### config.mk
export PLATFORM = sky130hd
export DESIGN_NAME = servo_pan_tilt_slew_positioner_top
export DESIGN_NICKNAME = d
export VERILOG_FILES = /design/src/hw/rtl/svpt_pkg.sv /design/src/hw/rtl/svpt_in_stage.sv /design/src/hw/rtl/svpt_core.sv /design/src/hw/rtl/svpt_out_stage.sv /design/src/hw/rtl/servo_pan_tilt_slew_positioner_top.sv
export SDC_FILE = /design/constraint.sdc
export NUM_CORES = 1
export LEC_CHECK = 0
export ABC_AREA = 1
export BUFFER_PORTS_ARGS = -buffer_cell sky130_fd_sc_hd__buf_2
export CAP_MARGIN = 20
export CORE_UTILIZATION = 48
export CTS_CLUSTER_SIZE = 24
export DETAILED_ROUTE_END_ITERATION = 16
export GPL_ROUTABILITY_DRIVEN = 1
export GPL_TIMING_DRIVEN = 1
export PLACE_DENSITY_LB_ADDON = 0.3
export REMOVE_ABC_BUFFERS = 1
export SLEW_MARGIN = 20
export SYNTH_ARGS = -nofsm -noshare
export SYNTH_HDL_FRONTEND = slang
export SYNTH_SLANG_ARGS = --single-unit
### constraint.sdc
create_clock -name clk_i -period 8.39 [get_ports clk_i]
set_input_delay 0.839 -clock clk_i [delete_from_list [all_inputs] [get_ports clk_i]]
set_output_delay 0.839 -clock clk_i [all_outputs]
set_load 0.01 [all_outputs]
### src/hw/rtl/svpt_pkg.sv
// package for the pan/tilt servo positioner: command and register codes,
// request and result types, the degree-to-duty table builder
// no dependencies
package svpt_pkg;

  localparam int unsigned DUTY_BITS_DEFAULT = 14;

  localparam int unsigned DEG_MAX       = 180;
  localparam int unsigned TRAVEL_MAX    = 90;
  localparam int unsigned PULSE_MIN_US  = 500;
  localparam int unsigned PULSE_SPAN_US = 2000;
  localparam int unsigned FRAME_US      = 20000;

  localparam logic [7:0]  POS_RESET     = 8'd90;
  localparam logic        ENABLE_RESET  = 1'b1;
  localparam logic [6:0]  X_TRAVEL_RESET = 7'd25;
  localparam logic [6:0]  Y_TRAVEL_RESET = 7'd45;

  localparam int unsigned IN_DATA_W  = 40;
  localparam int unsigned IN_USER_W  = 2;
  localparam int unsigned OUT_DATA_W = 56;
  localparam int unsigned CFG_IDX_W  = 2;
  localparam int unsigned CFG_DATA_W = 7;

  typedef enum logic [1:0] {
    CMD_MOVE   = 2'd0,
    CMD_CENTER = 2'd1,
    CMD_ADJUST = 2'd2,
    CMD_TICK   = 2'd3
  } svpt_cmd_e;

  typedef enum logic [CFG_IDX_W-1:0] {
    REG_ENABLE   = 2'd0,
    REG_X_TRAVEL = 2'd1,
    REG_Y_TRAVEL = 2'd2
  } svpt_reg_e;

  typedef struct packed {
    svpt_cmd_e          command;
    logic signed [8:0]  pan_delta;
    logic signed [8:0]  tilt_delta;
    logic [15:0]        step_period;
  } svpt_item_t;

  typedef struct packed {
    logic [7:0]  pos_x;
    logic [7:0]  pos_y;
    logic [15:0] duty_x;
    logic [15:0] duty_y;
    logic        duty_update;
    logic        moving;
  } svpt_result_t;

  typedef logic [15:0] duty_tbl_t [256];

  // built at elaboration; codes above full scale read as full scale
  function automatic duty_tbl_t duty_table(input int unsigned bits);
    duty_tbl_t   tbl;
    int unsigned maxv;
    int unsigned deg;
    int unsigned pulse;
    maxv = (32'd1 << bits) - 32'd1;
    for (int i = 0; i < 256; i++) begin
      deg    = (i > DEG_MAX) ? DEG_MAX : i;
      pulse  = PULSE_MIN_US + deg * PULSE_SPAN_US / DEG_MAX;
      tbl[i] = 16'((pulse * maxv) / FRAME_US);
    end
    return tbl;
  endfunction

endpackage

### src/hw/rtl/svpt_in_stage.sv
// input register for the servo positioner: holds one request until the
// core takes it
// depends on svpt_pkg
module svpt_in_stage (
  input  logic                clk_i,
  input  logic                rst_ni,
  input  logic                in_valid_i,
  output logic                in_ready_o,
  input  svpt_pkg::svpt_item_t in_item_i,
  output logic                out_valid_o,
  input  logic                out_ready_i,
  output svpt_pkg::svpt_item_t out_item_o
);
  import svpt_pkg::*;

  logic       valid_q;
  svpt_item_t item_q;

  assign in_ready_o  = !valid_q || out_ready_i;
  assign out_valid_o = valid_q;
  assign out_item_o  = item_q;

  always_ff @(posedge clk_i or negedge rst_ni) begin
    if (!rst_ni) begin
      valid_q <= 1'b0;
    end else if (in_ready_o) begin
      valid_q <= in_valid_i;
    end
  end

  always_ff @(posedge clk_i) begin
    if (in_valid_i && in_ready_o) begin
      item_q <= in_item_i;
    end
  end

endmodule

### src/hw/rtl/svpt_core.sv
// servo positioner core: config registers, position/goal/center state,
// next-state logic and duty lookup for one request
// depends on svpt_pkg
module svpt_core #(
  parameter int unsigned DUTY_BITS = svpt_pkg::DUTY_BITS_DEFAULT
) (
  input  logic                          clk_i,
  input  logic                          rst_ni,
  input  logic                          cfg_we_i,
  input  logic [svpt_pkg::CFG_IDX_W-1:0]  cfg_idx_i,
  input  logic [svpt_pkg::CFG_DATA_W-1:0] cfg_data_i,
  input  logic                          fire_i,
  input  svpt_pkg::svpt_item_t          item_i,
  output svpt_pkg::svpt_result_t        result_o
);
  import svpt_pkg::*;

  localparam duty_tbl_t DutyTbl = duty_table(DUTY_BITS);

  logic       en_q;
  logic [6:0] x_trav_q, y_trav_q;
  logic [7:0] pos_x_q, pos_x_d, pos_y_q, pos_y_d;
  logic [7:0] goal_x_q, goal_x_d, goal_y_q, goal_y_d;
  logic [7:0] ctr_x_q, ctr_x_d, ctr_y_q, ctr_y_d;
  logic [15:0] period_q, period_d, tick_q, tick_d;

  logic [6:0]  tx, ty;
  logic [16:0] tick_next;
  logic        at_goal;
  logic        step;

  function automatic logic signed [10:0] u8_s(input logic [7:0] v);
    return $signed({3'b000, v});
  endfunction

  function automatic logic signed [10:0] clamp(input logic signed [10:0] v,
                                               input logic signed [10:0] lo,
                                               input logic signed [10:0] hi);
    if (v < lo) return lo;
    if (v > hi) return hi;
    return v;
  endfunction

  // new goal for a move: position plus offset, kept within center +/- travel and 0..DEG_MAX
  function automatic logic [7:0] move_goal(input logic [7:0] pos,
                                           input logic signed [8:0] off,
                                           input logic [7:0] ctr,
                                           input logic [6:0] tr);
    logic signed [10:0] sum;
    logic signed [10:0] lo;
    logic signed [10:0] hi;
    logic signed [10:0] v;
    sum = u8_s(pos) + {{2{off[8]}}, off};
    lo  = u8_s(ctr) - $signed({4'b0000, tr});
    hi  = u8_s(ctr) + $signed({4'b0000, tr});
    v   = clamp(clamp(sum, lo, hi), 11'sd0, 11'(DEG_MAX));
    return v[7:0];
  endfunction

  function automatic logic [7:0] adj_center(input logic [7:0] ctr,
                                            input logic signed [8:0] off,
                                            input logic [6:0] tr);
    logic signed [10:0] v;
    v = clamp(u8_s(ctr) + {{2{off[8]}}, off}, $signed({4'b0000, tr}),
              11'(DEG_MAX) - $signed({4'b0000, tr}));
    return v[7:0];
  endfunction

  function automatic logic [7:0] step_toward(input logic [7:0] p,
                                             input logic [7:0] g);
    if (p < g) return p + 8'd1;
    if (p > g) return p - 8'd1;
    return p;
  endfunction

  assign tx        = (x_trav_q > 7'(TRAVEL_MAX)) ? 7'(TRAVEL_MAX) : x_trav_q;
  assign ty        = (y_trav_q > 7'(TRAVEL_MAX)) ? 7'(TRAVEL_MAX) : y_trav_q;
  assign tick_next = {1'b0, tick_q} + 17'd1;
  assign at_goal   = (pos_x_q == goal_x_q) && (pos_y_q == goal_y_q);

  always_comb begin
    pos_x_d  = pos_x_q;
    pos_y_d  = pos_y_q;
    goal_x_d = goal_x_q;
    goal_y_d = goal_y_q;
    ctr_x_d  = ctr_x_q;
    ctr_y_d  = ctr_y_q;
    period_d = period_q;
    tick_d   = tick_q;
    step     = 1'b0;
    case (item_i.command)
      CMD_MOVE: begin
        if (en_q) begin
          goal_x_d = move_goal(pos_x_q, item_i.pan_delta, ctr_x_q, tx);
          goal_y_d = move_goal(pos_y_q, item_i.tilt_delta, ctr_y_q, ty);
          period_d = item_i.step_period;
          tick_d   = '0;
        end
      end
      CMD_CENTER: begin
        if (en_q) begin
          goal_x_d = ctr_x_q;
          goal_y_d = ctr_y_q;
          period_d = item_i.step_period;
          tick_d   = '0;
        end
      end
      CMD_ADJUST: begin
        ctr_x_d = adj_center(ctr_x_q, item_i.pan_delta, tx);
        ctr_y_d = adj_center(ctr_y_q, item_i.tilt_delta, ty);
        if (en_q) begin
          goal_x_d = ctr_x_d;
          goal_y_d = ctr_y_d;
          period_d = item_i.step_period;
          tick_d   = '0;
        end
      end
      CMD_TICK: begin
        if (!at_goal) begin
          // a zero period steps on every tick
          if (tick_next >= {1'b0, period_q}) begin
            pos_x_d = step_toward(pos_x_q, goal_x_q);
            pos_y_d = step_toward(pos_y_q, goal_y_q);
            tick_d  = '0;
            step    = 1'b1;
          end else begin
            tick_d = tick_next[15:0];
          end
        end else begin
          tick_d = '0;
        end
      end
      default: ;
    endcase
  end

  always_comb begin
    result_o.pos_x       = pos_x_d;
    result_o.pos_y       = pos_y_d;
    result_o.duty_x      = DutyTbl[pos_x_d];
    result_o.duty_y      = DutyTbl[pos_y_d];
    result_o.duty_update = step;
    result_o.moving      = (pos_x_d != goal_x_d) || (pos_y_d != goal_y_d);
  end

  always_ff @(posedge clk_i or negedge rst_ni) begin
    if (!rst_ni) begin
      en_q     <= ENABLE_RESET;
      x_trav_q <= X_TRAVEL_RESET;
      y_trav_q <= Y_TRAVEL_RESET;
    end else if (cfg_we_i) begin
      case (cfg_idx_i)
        REG_ENABLE:   en_q     <= cfg_data_i[0];
        REG_X_TRAVEL: x_trav_q <= cfg_data_i;
        REG_Y_TRAVEL: y_trav_q <= cfg_data_i;
        default: ;
      endcase
    end
  end

  always_ff @(posedge clk_i or negedge rst_ni) begin
    if (!rst_ni) begin
      pos_x_q  <= POS_RESET;
      pos_y_q  <= POS_RESET;
      goal_x_q <= POS_RESET;
      goal_y_q <= POS_RESET;
      ctr_x_q  <= POS_RESET;
      ctr_y_q  <= POS_RESET;
      period_q <= '0;
      tick_q   <= '0;
    end else if (fire_i) begin
      pos_x_q  <= pos_x_d;
      pos_y_q  <= pos_y_d;
      goal_x_q <= goal_x_d;
      goal_y_q <= goal_y_d;
      ctr_x_q  <= ctr_x_d;
      ctr_y_q  <= ctr_y_d;
      period_q <= period_d;
      tick_q   <= tick_d;
    end
  end

  a_pos_range: assert property (@(posedge clk_i) disable iff (!rst_ni)
    pos_x_q <= 8'(DEG_MAX) && pos_y_q <= 8'(DEG_MAX))
    else $error("position beyond full scale");

  a_tick_below_period: assert property (@(posedge clk_i) disable iff (!rst_ni)
    tick_q == 16'd0 || tick_q < period_q)
    else $error("tick count reached the period without a step");

  a_slew_x: assert property (@(posedge clk_i) disable iff (!rst_ni)
    ##1 (pos_x_q == $past(pos_x_q) || pos_x_q == $past(pos_x_q) + 8'd1 ||
         pos_x_q == $past(pos_x_q) - 8'd1))
    else $error("pan moved more than one degree per request");

  a_step_on_tick: assert property (@(posedge clk_i) disable iff (!rst_ni)
    fire_i && step |-> item_i.command == CMD_TICK)
    else $error("step on a non-tick request");

  a_step_moves: assert property (@(posedge clk_i) disable iff (!rst_ni)
    fire_i && step |=> !$stable({pos_x_q, pos_y_q}))
    else $error("step reported but position unchanged");

endmodule

### src/hw/rtl/svpt_out_stage.sv
// result register for the servo positioner: holds one result until the
// downstream side takes it
// depends on svpt_pkg
module svpt_out_stage (
  input  logic                  clk_i,
  input  logic                  rst_ni,
  input  logic                  in_valid_i,
  output logic                  in_ready_o,
  input  svpt_pkg::svpt_result_t in_result_i,
  output logic                  out_valid_o,
  input  logic                  out_ready_i,
  output svpt_pkg::svpt_result_t out_result_o
);
  import svpt_pkg::*;

  logic         valid_q;
  svpt_result_t result_q;

  assign in_ready_o   = !valid_q || out_ready_i;
  assign out_valid_o  = valid_q;
  assign out_result_o = result_q;

  always_ff @(posedge clk_i or negedge rst_ni) begin
    if (!rst_ni) begin
      valid_q <= 1'b0;
    end else if (in_ready_o) begin
      valid_q <= in_valid_i;
    end
  end

  always_ff @(posedge clk_i) begin
    if (in_valid_i && in_ready_o) begin
      result_q <= in_result_i;
    end
  end

endmodule

### src/hw/rtl/servo_pan_tilt_slew_positioner_top.sv
// top level of the two-axis servo positioner with slew limit
// depends on svpt_pkg, svpt_in_stage, svpt_core, svpt_out_stage
//
//   channel   direction  handshake                  payload
//   s_axis    in         s_axis_tvalid/tready       tuser: command; tdata: offsets, period
//   m_axis    out        m_axis_tvalid/tready       tdata: positions, duties, flags
//   cfg       in         cfg_we_i (no back-pressure) cfg_idx_i, cfg_data_i
//
// one request per cycle sustained while m_axis takes results; a taken request passes
// through the input register, then next-state logic and duty table into the
// result register
// reset loads positions, goals and centers to mid-scale; no clearing pass
// a stalled m_axis holds its result and back-pressures s_axis through both registers
module servo_pan_tilt_slew_positioner_top #(
  parameter int unsigned DUTY_BITS = svpt_pkg::DUTY_BITS_DEFAULT
) (
  input  logic                              clk_i,
  input  logic                              rst_ni,
  input  logic                              s_axis_tvalid,
  output logic                              s_axis_tready,
  // [8:0] pan_delta, [17:9] tilt_delta, [33:18] step_period, [39:34] zero
  input  logic [svpt_pkg::IN_DATA_W-1:0]    s_axis_tdata,
  // [1:0] command
  input  logic [svpt_pkg::IN_USER_W-1:0]    s_axis_tuser,
  output logic                              m_axis_tvalid,
  input  logic                              m_axis_tready,
  // [7:0] pos_x, [15:8] pos_y, [31:16] duty_x, [47:32] duty_y,
  // [48] duty_update, [49] moving, [55:50] zero
  output logic [svpt_pkg::OUT_DATA_W-1:0]   m_axis_tdata,
  input  logic                              cfg_we_i,
  input  logic [svpt_pkg::CFG_IDX_W-1:0]    cfg_idx_i,
  input  logic [svpt_pkg::CFG_DATA_W-1:0]   cfg_data_i
);
  import svpt_pkg::*;

  svpt_item_t   s_item, core_item;
  svpt_result_t core_result, out_result;
  logic         core_valid, core_ready;
  logic         fire;

  always_comb begin
    s_item.command     = svpt_cmd_e'(s_axis_tuser[1:0]);
    s_item.pan_delta   = s_axis_tdata[8:0];
    s_item.tilt_delta  = s_axis_tdata[17:9];
    s_item.step_period = s_axis_tdata[33:18];
  end

  svpt_in_stage u_in_stage (
    .clk_i       (clk_i),
    .rst_ni      (rst_ni),
    .in_valid_i  (s_axis_tvalid),
    .in_ready_o  (s_axis_tready),
    .in_item_i   (s_item),
    .out_valid_o (core_valid),
    .out_ready_i (core_ready),
    .out_item_o  (core_item)
  );

  assign fire = core_valid && core_ready;

  svpt_core #(
    .DUTY_BITS (DUTY_BITS)
  ) u_core (
    .clk_i      (clk_i),
    .rst_ni     (rst_ni),
    .cfg_we_i   (cfg_we_i),
    .cfg_idx_i  (cfg_idx_i),
    .cfg_data_i (cfg_data_i),
    .fire_i     (fire),
    .item_i     (core_item),
    .result_o   (core_result)
  );

  svpt_out_stage u_out_stage (
    .clk_i        (clk_i),
    .rst_ni       (rst_ni),
    .in_valid_i   (core_valid),
    .in_ready_o   (core_ready),
    .in_result_i  (core_result),
    .out_valid_o  (m_axis_tvalid),
    .out_ready_i  (m_axis_tready),
    .out_result_o (out_result)
  );

  assign m_axis_tdata = {6'b000000, out_result.moving, out_result.duty_update,
                         out_result.duty_y, out_result.duty_x,
                         out_result.pos_y, out_result.pos_x};

endmodule
Word level (Yosys, flattened, before mapping)

Memory sizes are Yosys's and may differ from the RTL's. A register that Yosys moved wholly into a read port is not among the register bits.
Cells that the tools add are included.

Word-level logic and storage cells: 201
Memory bits (read-only): 8192
Output and inout bits: 58
Memories kept: 2
Flip-flop bits (word level): 151
Bits of input ports: 56

Memories:

| memory          | words | width | read ports | clocked after memory_dff | wr ports | RTL line         | RTL |
|---|---|---|---|---|---|---|---|
| (no name shown) | 256   | 16    | 1          | 1                        | 0        | svpt_core.sv:140 | `result_o.duty_x = DutyTbl[pos_x_d];` |
| (no name shown) | 256   | 16    | 1          | 1                        | 0        | svpt_core.sv:141 | `result_o.duty_y = DutyTbl[pos_y_d];` |

Multiplexer cells: 113
$add $sub $neg: 15
Reduce and logical (&&, ||, !) cells: 18
Magnitude comparators: 19
Equal/unequal tests: 10
Bitwise gates (word level): 3

Operators by type and width:

| kind                  | number |
|---|---|
| $mux 8                | 36 |
| $mux 11               | 12 |
| $mux 1                | 57 |
| $mux 16               | 3 |
| $pmux 8 s3            | 2 |
| $add 9x9->10          | 4 |
| $pmux 16 s2           | 1 |
| $gt 11x11->1          | 2 |
| $gt 11x9->1 const B   | 2 |
| $lt 11x1->1 const B   | 2 |
| $lt 11x11->1          | 2 |
| $gt 10x9->1           | 2 |
| $lt 10x8->1           | 2 |
| $add 8x7->9           | 2 |
| $not 8->9             | 2 |
| $sub 8x7->9           | 2 |
| $sub 8x7->9 const A   | 2 |
| $add 16x1->17 const B | 1 |
| $ge 17x16->1          | 1 |
| $add 8x1->8 const B   | 2 |
| $eq 8x8->1            | 2 |
| $gt 8x8->1            | 2 |
| $lt 8x8->1            | 2 |
| $ne 8x8->1            | 2 |
| other kinds (15)      | 31 |

Longest topological paths before layout

Gate-level depths: netlist of the first run.

Word-level depth: 27
Gate-level depth with buffers: 46
Depth with buffers taken out: 44

Modules after synthesis

A second synthesis of the first run with hierarchy kept.

Cells, all modules: 2707
Area, all modules: 18701.7 um^2

By module, submodules not included:

| module                             | area an instance (um^2) | seq. area each (um^2) | cells each | times used |
|---|---|---|---|---|
| svpt_core                          | 15972.8                 | 2417.3                | 2600       | 1 |
| svpt_out_stage                     | 1546.5                  | 1526.5                | 56         | 1 |
| svpt_in_stage                      | 1126.1                  | 1106.1                | 42         | 1 |
| servo_pan_tilt_slew_positioner_top | 56.3                    | 0.0                   | 9          | 1 |

Least setup slack after synthesis of the first run

No wires, ideal clock.

Kind: reg-to-reg
From: register u_core.y_trav_q[3]
To: register u_out_stage.result_q (netlist bit u_out_stage.out_result_o[0]), data pin
Library setup time: 254 ps
Clock period less this slack: 5014 ps
Required time: 8136 ps
Slack: 3376 ps
Cell stages (with the launch flop): 36
Arrival: 4760 ps
Buffers on the path: 1
Path through: dfstp_2 > nand4_1 > o41ai_2 > nand2_1 > inv_1 > ha_1 > inv_1 > fa_1 > o31ai_1 > nand2_1 > a21oi_1 > inv_1 > ha_1 > nand2_1 > inv_1 > nand3_1 > nand3b_1 > nand3_1 > buf_2 > nand2_1 > a31oi_1 > nor2_1 > nand2_1 > nand2_1 > nand2_2 > nand2_1 > nand2_1 > nand3_1 > nand3_1 > nand2_1 > nand2_1 > nand2_1 > nor2_1 > nand2_1 > nor2_1 > nand2_1

RTL lines:

| item                     | RTL line             | RTL |
|---|---|---|
| start: declaration       | svpt_core.sv:21      | `logic [6:0] x_trav_q, y_trav_q;` |
| start signal: assignment | svpt_core.sv:155     | `REG_Y_TRAVEL: y_trav_q <= cfg_data_i;` |
| end signal: assignment   | svpt_out_stage.sv:33 | `result_q <= in_result_i;` |
| end: declaration         | svpt_out_stage.sv:17 | `svpt_result_t result_q;` |

==> run summary, run 1 <==
Critical path fanouts, max - 11
P_leak - 9.977 nW
Fin cells - 3304
Total CTS buffers - 17
Post-route ant nets - 0
Cell area after synthesis - 0.01844 mm²
Port Buffer Count - 91
Fillers - 3685
All-Layer GR Usage - 28.06%
H-tree depth - 4
I/O pins - 114
F_max - 0.1539 GHz
Yosys top cell area share - 16.29%
Cell with the most instances after synthesis - nand2_1
First-pass GRT wire length - 87040 µm
Setup WS post-layout - 1.892 ns
EDFF count, synth - 76
Placed Area - 0.01918 mm²
CP required - 8.63 ns
CTS clock-pin slew for the worst setup and hold paths - 0.08 ns
Post-route cell area - 0.01976 mm²
Worst Reg-to-Reg Cells - 34
Distinct cell type count after synthesis - 68
Row count - 71
Worst EP arrival - 6.74 ns
Setup_tns - 0 ns
Wire per inst - 16.10 µm
Grt ovf - 0
# setup viols final - 0
Max-slew violations - 0
Sequential area share after synthesis - 25.76%
Die ar. - 0.03920 mm²
CP max stage cell - xor2_1
RSZ-0062 raised after global routing - false
FF+latch area - 0.004750 mm²
Clk_skew - 0.01658 ns
Power density over the cells - 407.3 mW/mm²
Vias - 18437
Die height - 198.0 µm
Share of layout cells above drive strength 1 - 8.524%
Largest net degree at the start of global routing - 73
Layout area overhead - 7.153%
Hold_buf cts - 0
1st-iter DRT viols - 1547
Synth warnings - 0
Top cells by area, synth - nand2_1 (16%), ha_1 (13%), edfxtp_1 (12%)
HPWL after DPL - 39610 µm
Mapped Cells - 2744
Slew HR - 33.12%
Met3 WL - 3292 µm
Final hold viol count - 0
Gp weighted congestion - 0.9274
Worst slew pin tran - 0.9995 ns
Crit path capture type - flop
Core area - 0.03776 mm²
First-pass DRT Iterations - 6
Die W - 198.0 µm
Yosys reg bits - 173
Fin Hold WS - 0.2818 ns
Placed cells - 3271
Antenna violations before repair - 1
Startpoint types - flop
Critical R2R Capture - u_out_stage.out_result_o[0]
Metal-1 WL - 23400 µm
Max VDD drop - 0.2156 mV
Vias in the first global route - 17358
Ys flop type - edfxtp_1
Setup slack, reg-to-reg - 1.89 ns
CTS tree - built
Multi-input logic area - 0.01190 mm²
CP most frequent cell - nand2_1
Post-layout min period - 6.498 ns
CP max stage delay - 0.66 ns
DRC Markers - 0
Nets - 3034
Worst skew pair latency - 0.49 ns
Setup bufs post-CTS - 0
Post_cts resized - 0
Starting Density - 48.83%
Bufs on Longest Clock Path - 2
HP Class - in -> async
Outcome - finished clean
Post-Syn Area per Cell - 6.719 µm²
Area leader, netlist - nand2_1
Post-synthesis async set-or-reset flop share - 56.07%
Root Driver - clkbuf_16
DRT Wirelength - 53200 µm
Final worst path period share - 77.45%
Number of max-cap violations - 0
Top post-synthesis cells by count - nand2_1 (800), inv_1 (332), nand3_1 (267)
DP Worst Slack - 1.994 ns
DR top layer - met4
# clock sinks - 173
Vias per Instance - 5.580
Setup CP Type - reg -> reg
Worst r2r src - u_core.x_trav_q[6]
Met2 WL - 24690 µm
## sequential cells by signal (all words and copies together), names as in the netlist, 7 cells and up
signal / count
u_core.tick_q: 16
u_core.ctr_y_q: 8
u_core.ctr_x_q: 8
u_core.goal_y_q: 8
u_in_stage.out_item_o: 36
u_core.period_q: 16
u_core.y_trav_q: 7
u_core.goal_x_q: 8
u_core.pos_x_q: 8
u_core.pos_y_q: 8
u_out_stage.out_result_o: 40
u_core.x_trav_q: 7
## per-layer routing
layer / global-route usage (%) / vias to the layer above
li1: - / 9171
met1: 35.95 / 8486
met2: 46.66 / 667
met3: 3.747 / 113
met4: 13.29 / 0
met5: 0 / -
## area by class of cell
type / count / area share (%)
multi-input cells: 2130 / 60.23
flip-flops and latches: 173 / 24.04
inverters: 351 / 6.669
well taps: 511 / 3.236
repair buffers: 106 / 2.888
clock buffers: 19 / 2.293
clock inverters: 13 / 0.6270
diodes: 1 / 0.01267
## through the flow
stage | power, mW | util (%)
finish | 8.046 | 52.32
global placement | 7.031 | 50.79
CTS | 7.994 | 52.32
detailed placement | 7.148 | 50.79
global route | 8.954 | 52.32
floorplan | 5.666 | -
## logic make-up (layout without fill, tap and decap cells)
family                   count (synthesis)  after routing  synth area share, %
AND/OR/NAND/NOR                       1369           1369                31.69
AO/OA/AOI/OAI                          478            478                15.06
buffers and inverters                  456            489                10.04
adder cells (fa/ha/maj)                199            199                13.83
flip-flops                             173            173                25.76
XOR/XNOR                                66             66                3.482
multiplexers                             2              2               0.1154
other                                    1             17              0.02034
## cell usage in the layout, fill, tap and decap left out, types with 38 or more instances in the layout
| master | Yosys | layout |
|---|---|---|
| o211ai_1 | 38 | 38 |
| nand4_1 | 39 | 39 |
| edfxtp_1 | 76 | 76 |
| nor2_1 | 191 | 191 |
| ha_1 | 191 | 191 |
| nand2_1 | 800 | 800 |
| dfrtp_1 | 65 | 65 |
| a21oi_1 | 158 | 158 |
| o21ai_0 | 161 | 161 |
| buf_2 | 36 | 90 |
| xor2_1 | 54 | 53 |
| nand3_1 | 267 | 267 |
| inv_1 | 332 | 330 |
## how the worst max path moves through the flow
stage                        from  depth (start not counted)  slack, ns                           to
2_1_floorplan  u_core.y_trav_q[3]                         39       2.99  u_out_stage.out_result_o[0]
3_3_place_gp   u_core.x_trav_q[6]                         34       2.19  u_out_stage.out_result_o[0]
3_5_place_dp   u_core.x_trav_q[6]                         34       1.99  u_out_stage.out_result_o[0]
4_1_cts        u_core.x_trav_q[6]                         34       1.96  u_out_stage.out_result_o[0]
5_1_grt        u_core.x_trav_q[6]                         34       1.31  u_out_stage.out_result_o[0]
6_report       u_core.x_trav_q[6]                         34       1.89  u_out_stage.out_result_o[0]
## worst max-delay path: cells and delay by family (launching register included)
kind,cells,cell delay [ns]
adders and majority gates,2,0.76
and+or+nand+nor,21,2.16
xor gates and xnor gates,2,0.92
AOI/OAI and AO/OA,5,1.45
DFF,1,0.53
buffers and inverters,4,0.42
## report_power, final
| part | switching, mW | leakage, nW | total, mW | internal [mW] |
|---|---|---|---|---|
| sequential | 0.240 | 1.88 | 1.44 | 1.20 |
| combinational | 3.83 | 7.81 | 5.80 | 1.97 |
| clock | 0.396 | 0.290 | 0.804 | 0.408 |
| total | 4.46 | 9.98 | 8.05 | 3.58 |
Power figures use the tool's default switching activity.
==> run 2: changes to the inputs <==
- clock period: 8.39 -> 5.5 ns (I/O delays scaled with it)
==> run 2 against run 1 <==
Worst hold slack lost 0.093 ns. Clock power up 47%. Non-clock buffer count is 94 higher. Worst setup slack worse by 1.8 ns. Flip-flop and latch count is the same. Die area stayed put. Critical path type unchanged. Critical endpoint unchanged.
==> run summary, run 2 (synthesis results as in run 1) <==
Most frequent cells in the layout - nand2_1 (781), inv_1 (322), nand3_1 (253), nor2_1 (179), ha_1 (177)
Multi-input logic area - 0.01250 mm²
P_leak - 10.52 nW
Gp weighted congestion - 0.9483
CTS clock-pin slew for the worst setup and hold paths - 0.07 ns
CP max stage cell - dfstp_2
Layout area overhead - 14.27%
Setup slack, reg-to-reg - 0.04 ns
Fin cells - 3397
Post-route ant nets - 0
Post-layout min period - 5.458 ns
HP Class - in -> async
Port Buffer Count - 91
Placed cells - 3345
DRT Wirelength - 55290 µm
Critical R2R Capture - u_out_stage.out_result_o[0]
Critical path fanouts, max - 6
Final worst path period share - 99.23%
Nets - 3128
HPWL after DPL - 41510 µm
Starting Density - 48.83%
# clock sinks - 173
Total CTS buffers - 17
CTS tree - built
Core area - 0.03776 mm²
# setup viols final - 0
All-Layer GR Usage - 28.60%
First-pass GRT wire length - 89930 µm
Setup CP Type - reg -> reg
Diode count - 0
Max reg flops - 40
Vias - 18964
Startpoint types - flop
Outcome - finished clean
Wire per inst - 16.28 µm
Crit path capture type - flop
Root Driver - clkbuf_16
Core Util, Final - 55.80%
Power consumption - 13.65 mW
Number of max-cap violations - 0
F_max - 0.1832 GHz
Row count - 71
Max VDD drop - 0.2628 mV
H-tree depth - 4
Worst Reg-to-Reg Cells - 37
Grt ovf - 0
Die W - 198.0 µm
Worst EP arrival - 5.68 ns
I/O pins - 114
CP required - 5.73 ns
1st-iter DRT viols - 1531
Worst r2r src - u_core.y_trav_q[3]
Die ar. - 0.03920 mm²
Final hold viol count - 0
CP most frequent cell - nand2_1
FF+latch area - 0.004750 mm²
Vias per Instance - 5.583
CP max stage delay - 0.53 ns
Clk_skew - 0.01904 ns
Worst slew pin tran - 1.101 ns
Most common cell after layout, fill and taps aside - nand2_1
Fin Hold WS - 0.1890 ns
Share of layout cells above drive strength 1 - 15.04%
Slew HR - 26.33%
Power density over the cells - 648.2 mW/mm²
Antenna violations before repair - 0
First-pass DRT Iterations - 6
Worst skew pair latency - 0.47 ns
Vias in the first global route - 18095
Die height - 198.0 µm
Fillers - 3618
Hold_buf cts - 0
Bufs on Longest Clock Path - 2
Largest net degree at the start of global routing - 73
RSZ-0062 raised after global routing - true
Setup_tns - 0 ns
Max-slew violations - 0
DRC Markers - 0
==> run 2: cell count changes in the layout (fill, tap and decap cells not counted), moves of 14 or more <==
cell,previous run,this run
nand2_2,11,28
nand3_2,0,14
nand2_1,800,781
buf_4,16,102
nand3_1,267,253
ha_1,191,177
==> run 2: how the worst max path moves through the flow <==
stage	startpoint	to	slack [ns]
after floorplan	u_core.y_trav_q[3]	u_out_stage.out_result_o[0]	0.1
after global placement	u_core.y_trav_q[3]	u_out_stage.out_result_o[0]	0.04
after detailed placement	u_core.x_trav_q[4]	u_out_stage.out_result_o[0]	-0.08
after CTS	u_core.y_trav_q[3]	u_out_stage.out_result_o[0]	0.006
after global routing	u_core.y_trav_q[3]	u_out_stage.out_result_o[0]	-0.29
final	u_core.y_trav_q[3]	u_out_stage.out_result_o[0]	0.04
==> run 2: metrics by stage <==
stage                     instance area [µm²]  setup slack (ns)
after floorplan                         17960           0.09504
after global placement                  19740           0.03880
after detailed placement                19740          -0.07821
after CTS                               20340          0.005590
after global routing                    21070           -0.2889
final                                   21070           0.04230
==> run 2: worst max-delay path, delay by kind of cell, from the launching register on <==
kind                     cells  cell delay, ns
flip-flops                   1            0.53
AND/OR/NAND/NOR             24            2.27
adder cells (fa/ha/maj)      2            0.62
buffers and inverters        5            0.58
AO/OA/AOI/OAI                6            1.19
==> run 2: layout make-up <==
class,instances,area share (%)
tap,511,3.035
sequential,173,22.55
timing repair buffer,200,6.213
clock inverter,12,0.4811
inverter,351,6.266
multi-input combinational,2130,59.34
clock buffer,20,2.120
==> run 2: metal layers <==
metal  vias to the layer above  share of wire, %  track usage (%)
li1                       9362                 -                -
met3                       104               5.6            3.321
met4                         0               3.4            12.75
met5                         -                 0                0
met2                       668                47            48.04
met1                      8830                44            36.86
==> run 2: timing repair <==
| action | CTS | global route |
|---|---|---|
| pin swaps | 1 | 52 |
| setup endpoints to repair | 1 | 32 |
| cloned | 0 | 3 |
| setup buffers | 1 | 17 |
| gates resized for setup | 9 | 139 |
==> run 2: power by group <==
| group | internal (mW) | switching [mW] |
|---|---|---|
| clock network | 0.602 | 0.580 |
| registers | 1.83 | 0.364 |
| logic | 3.88 | 6.40 |
| total | 6.31 | 7.34 |
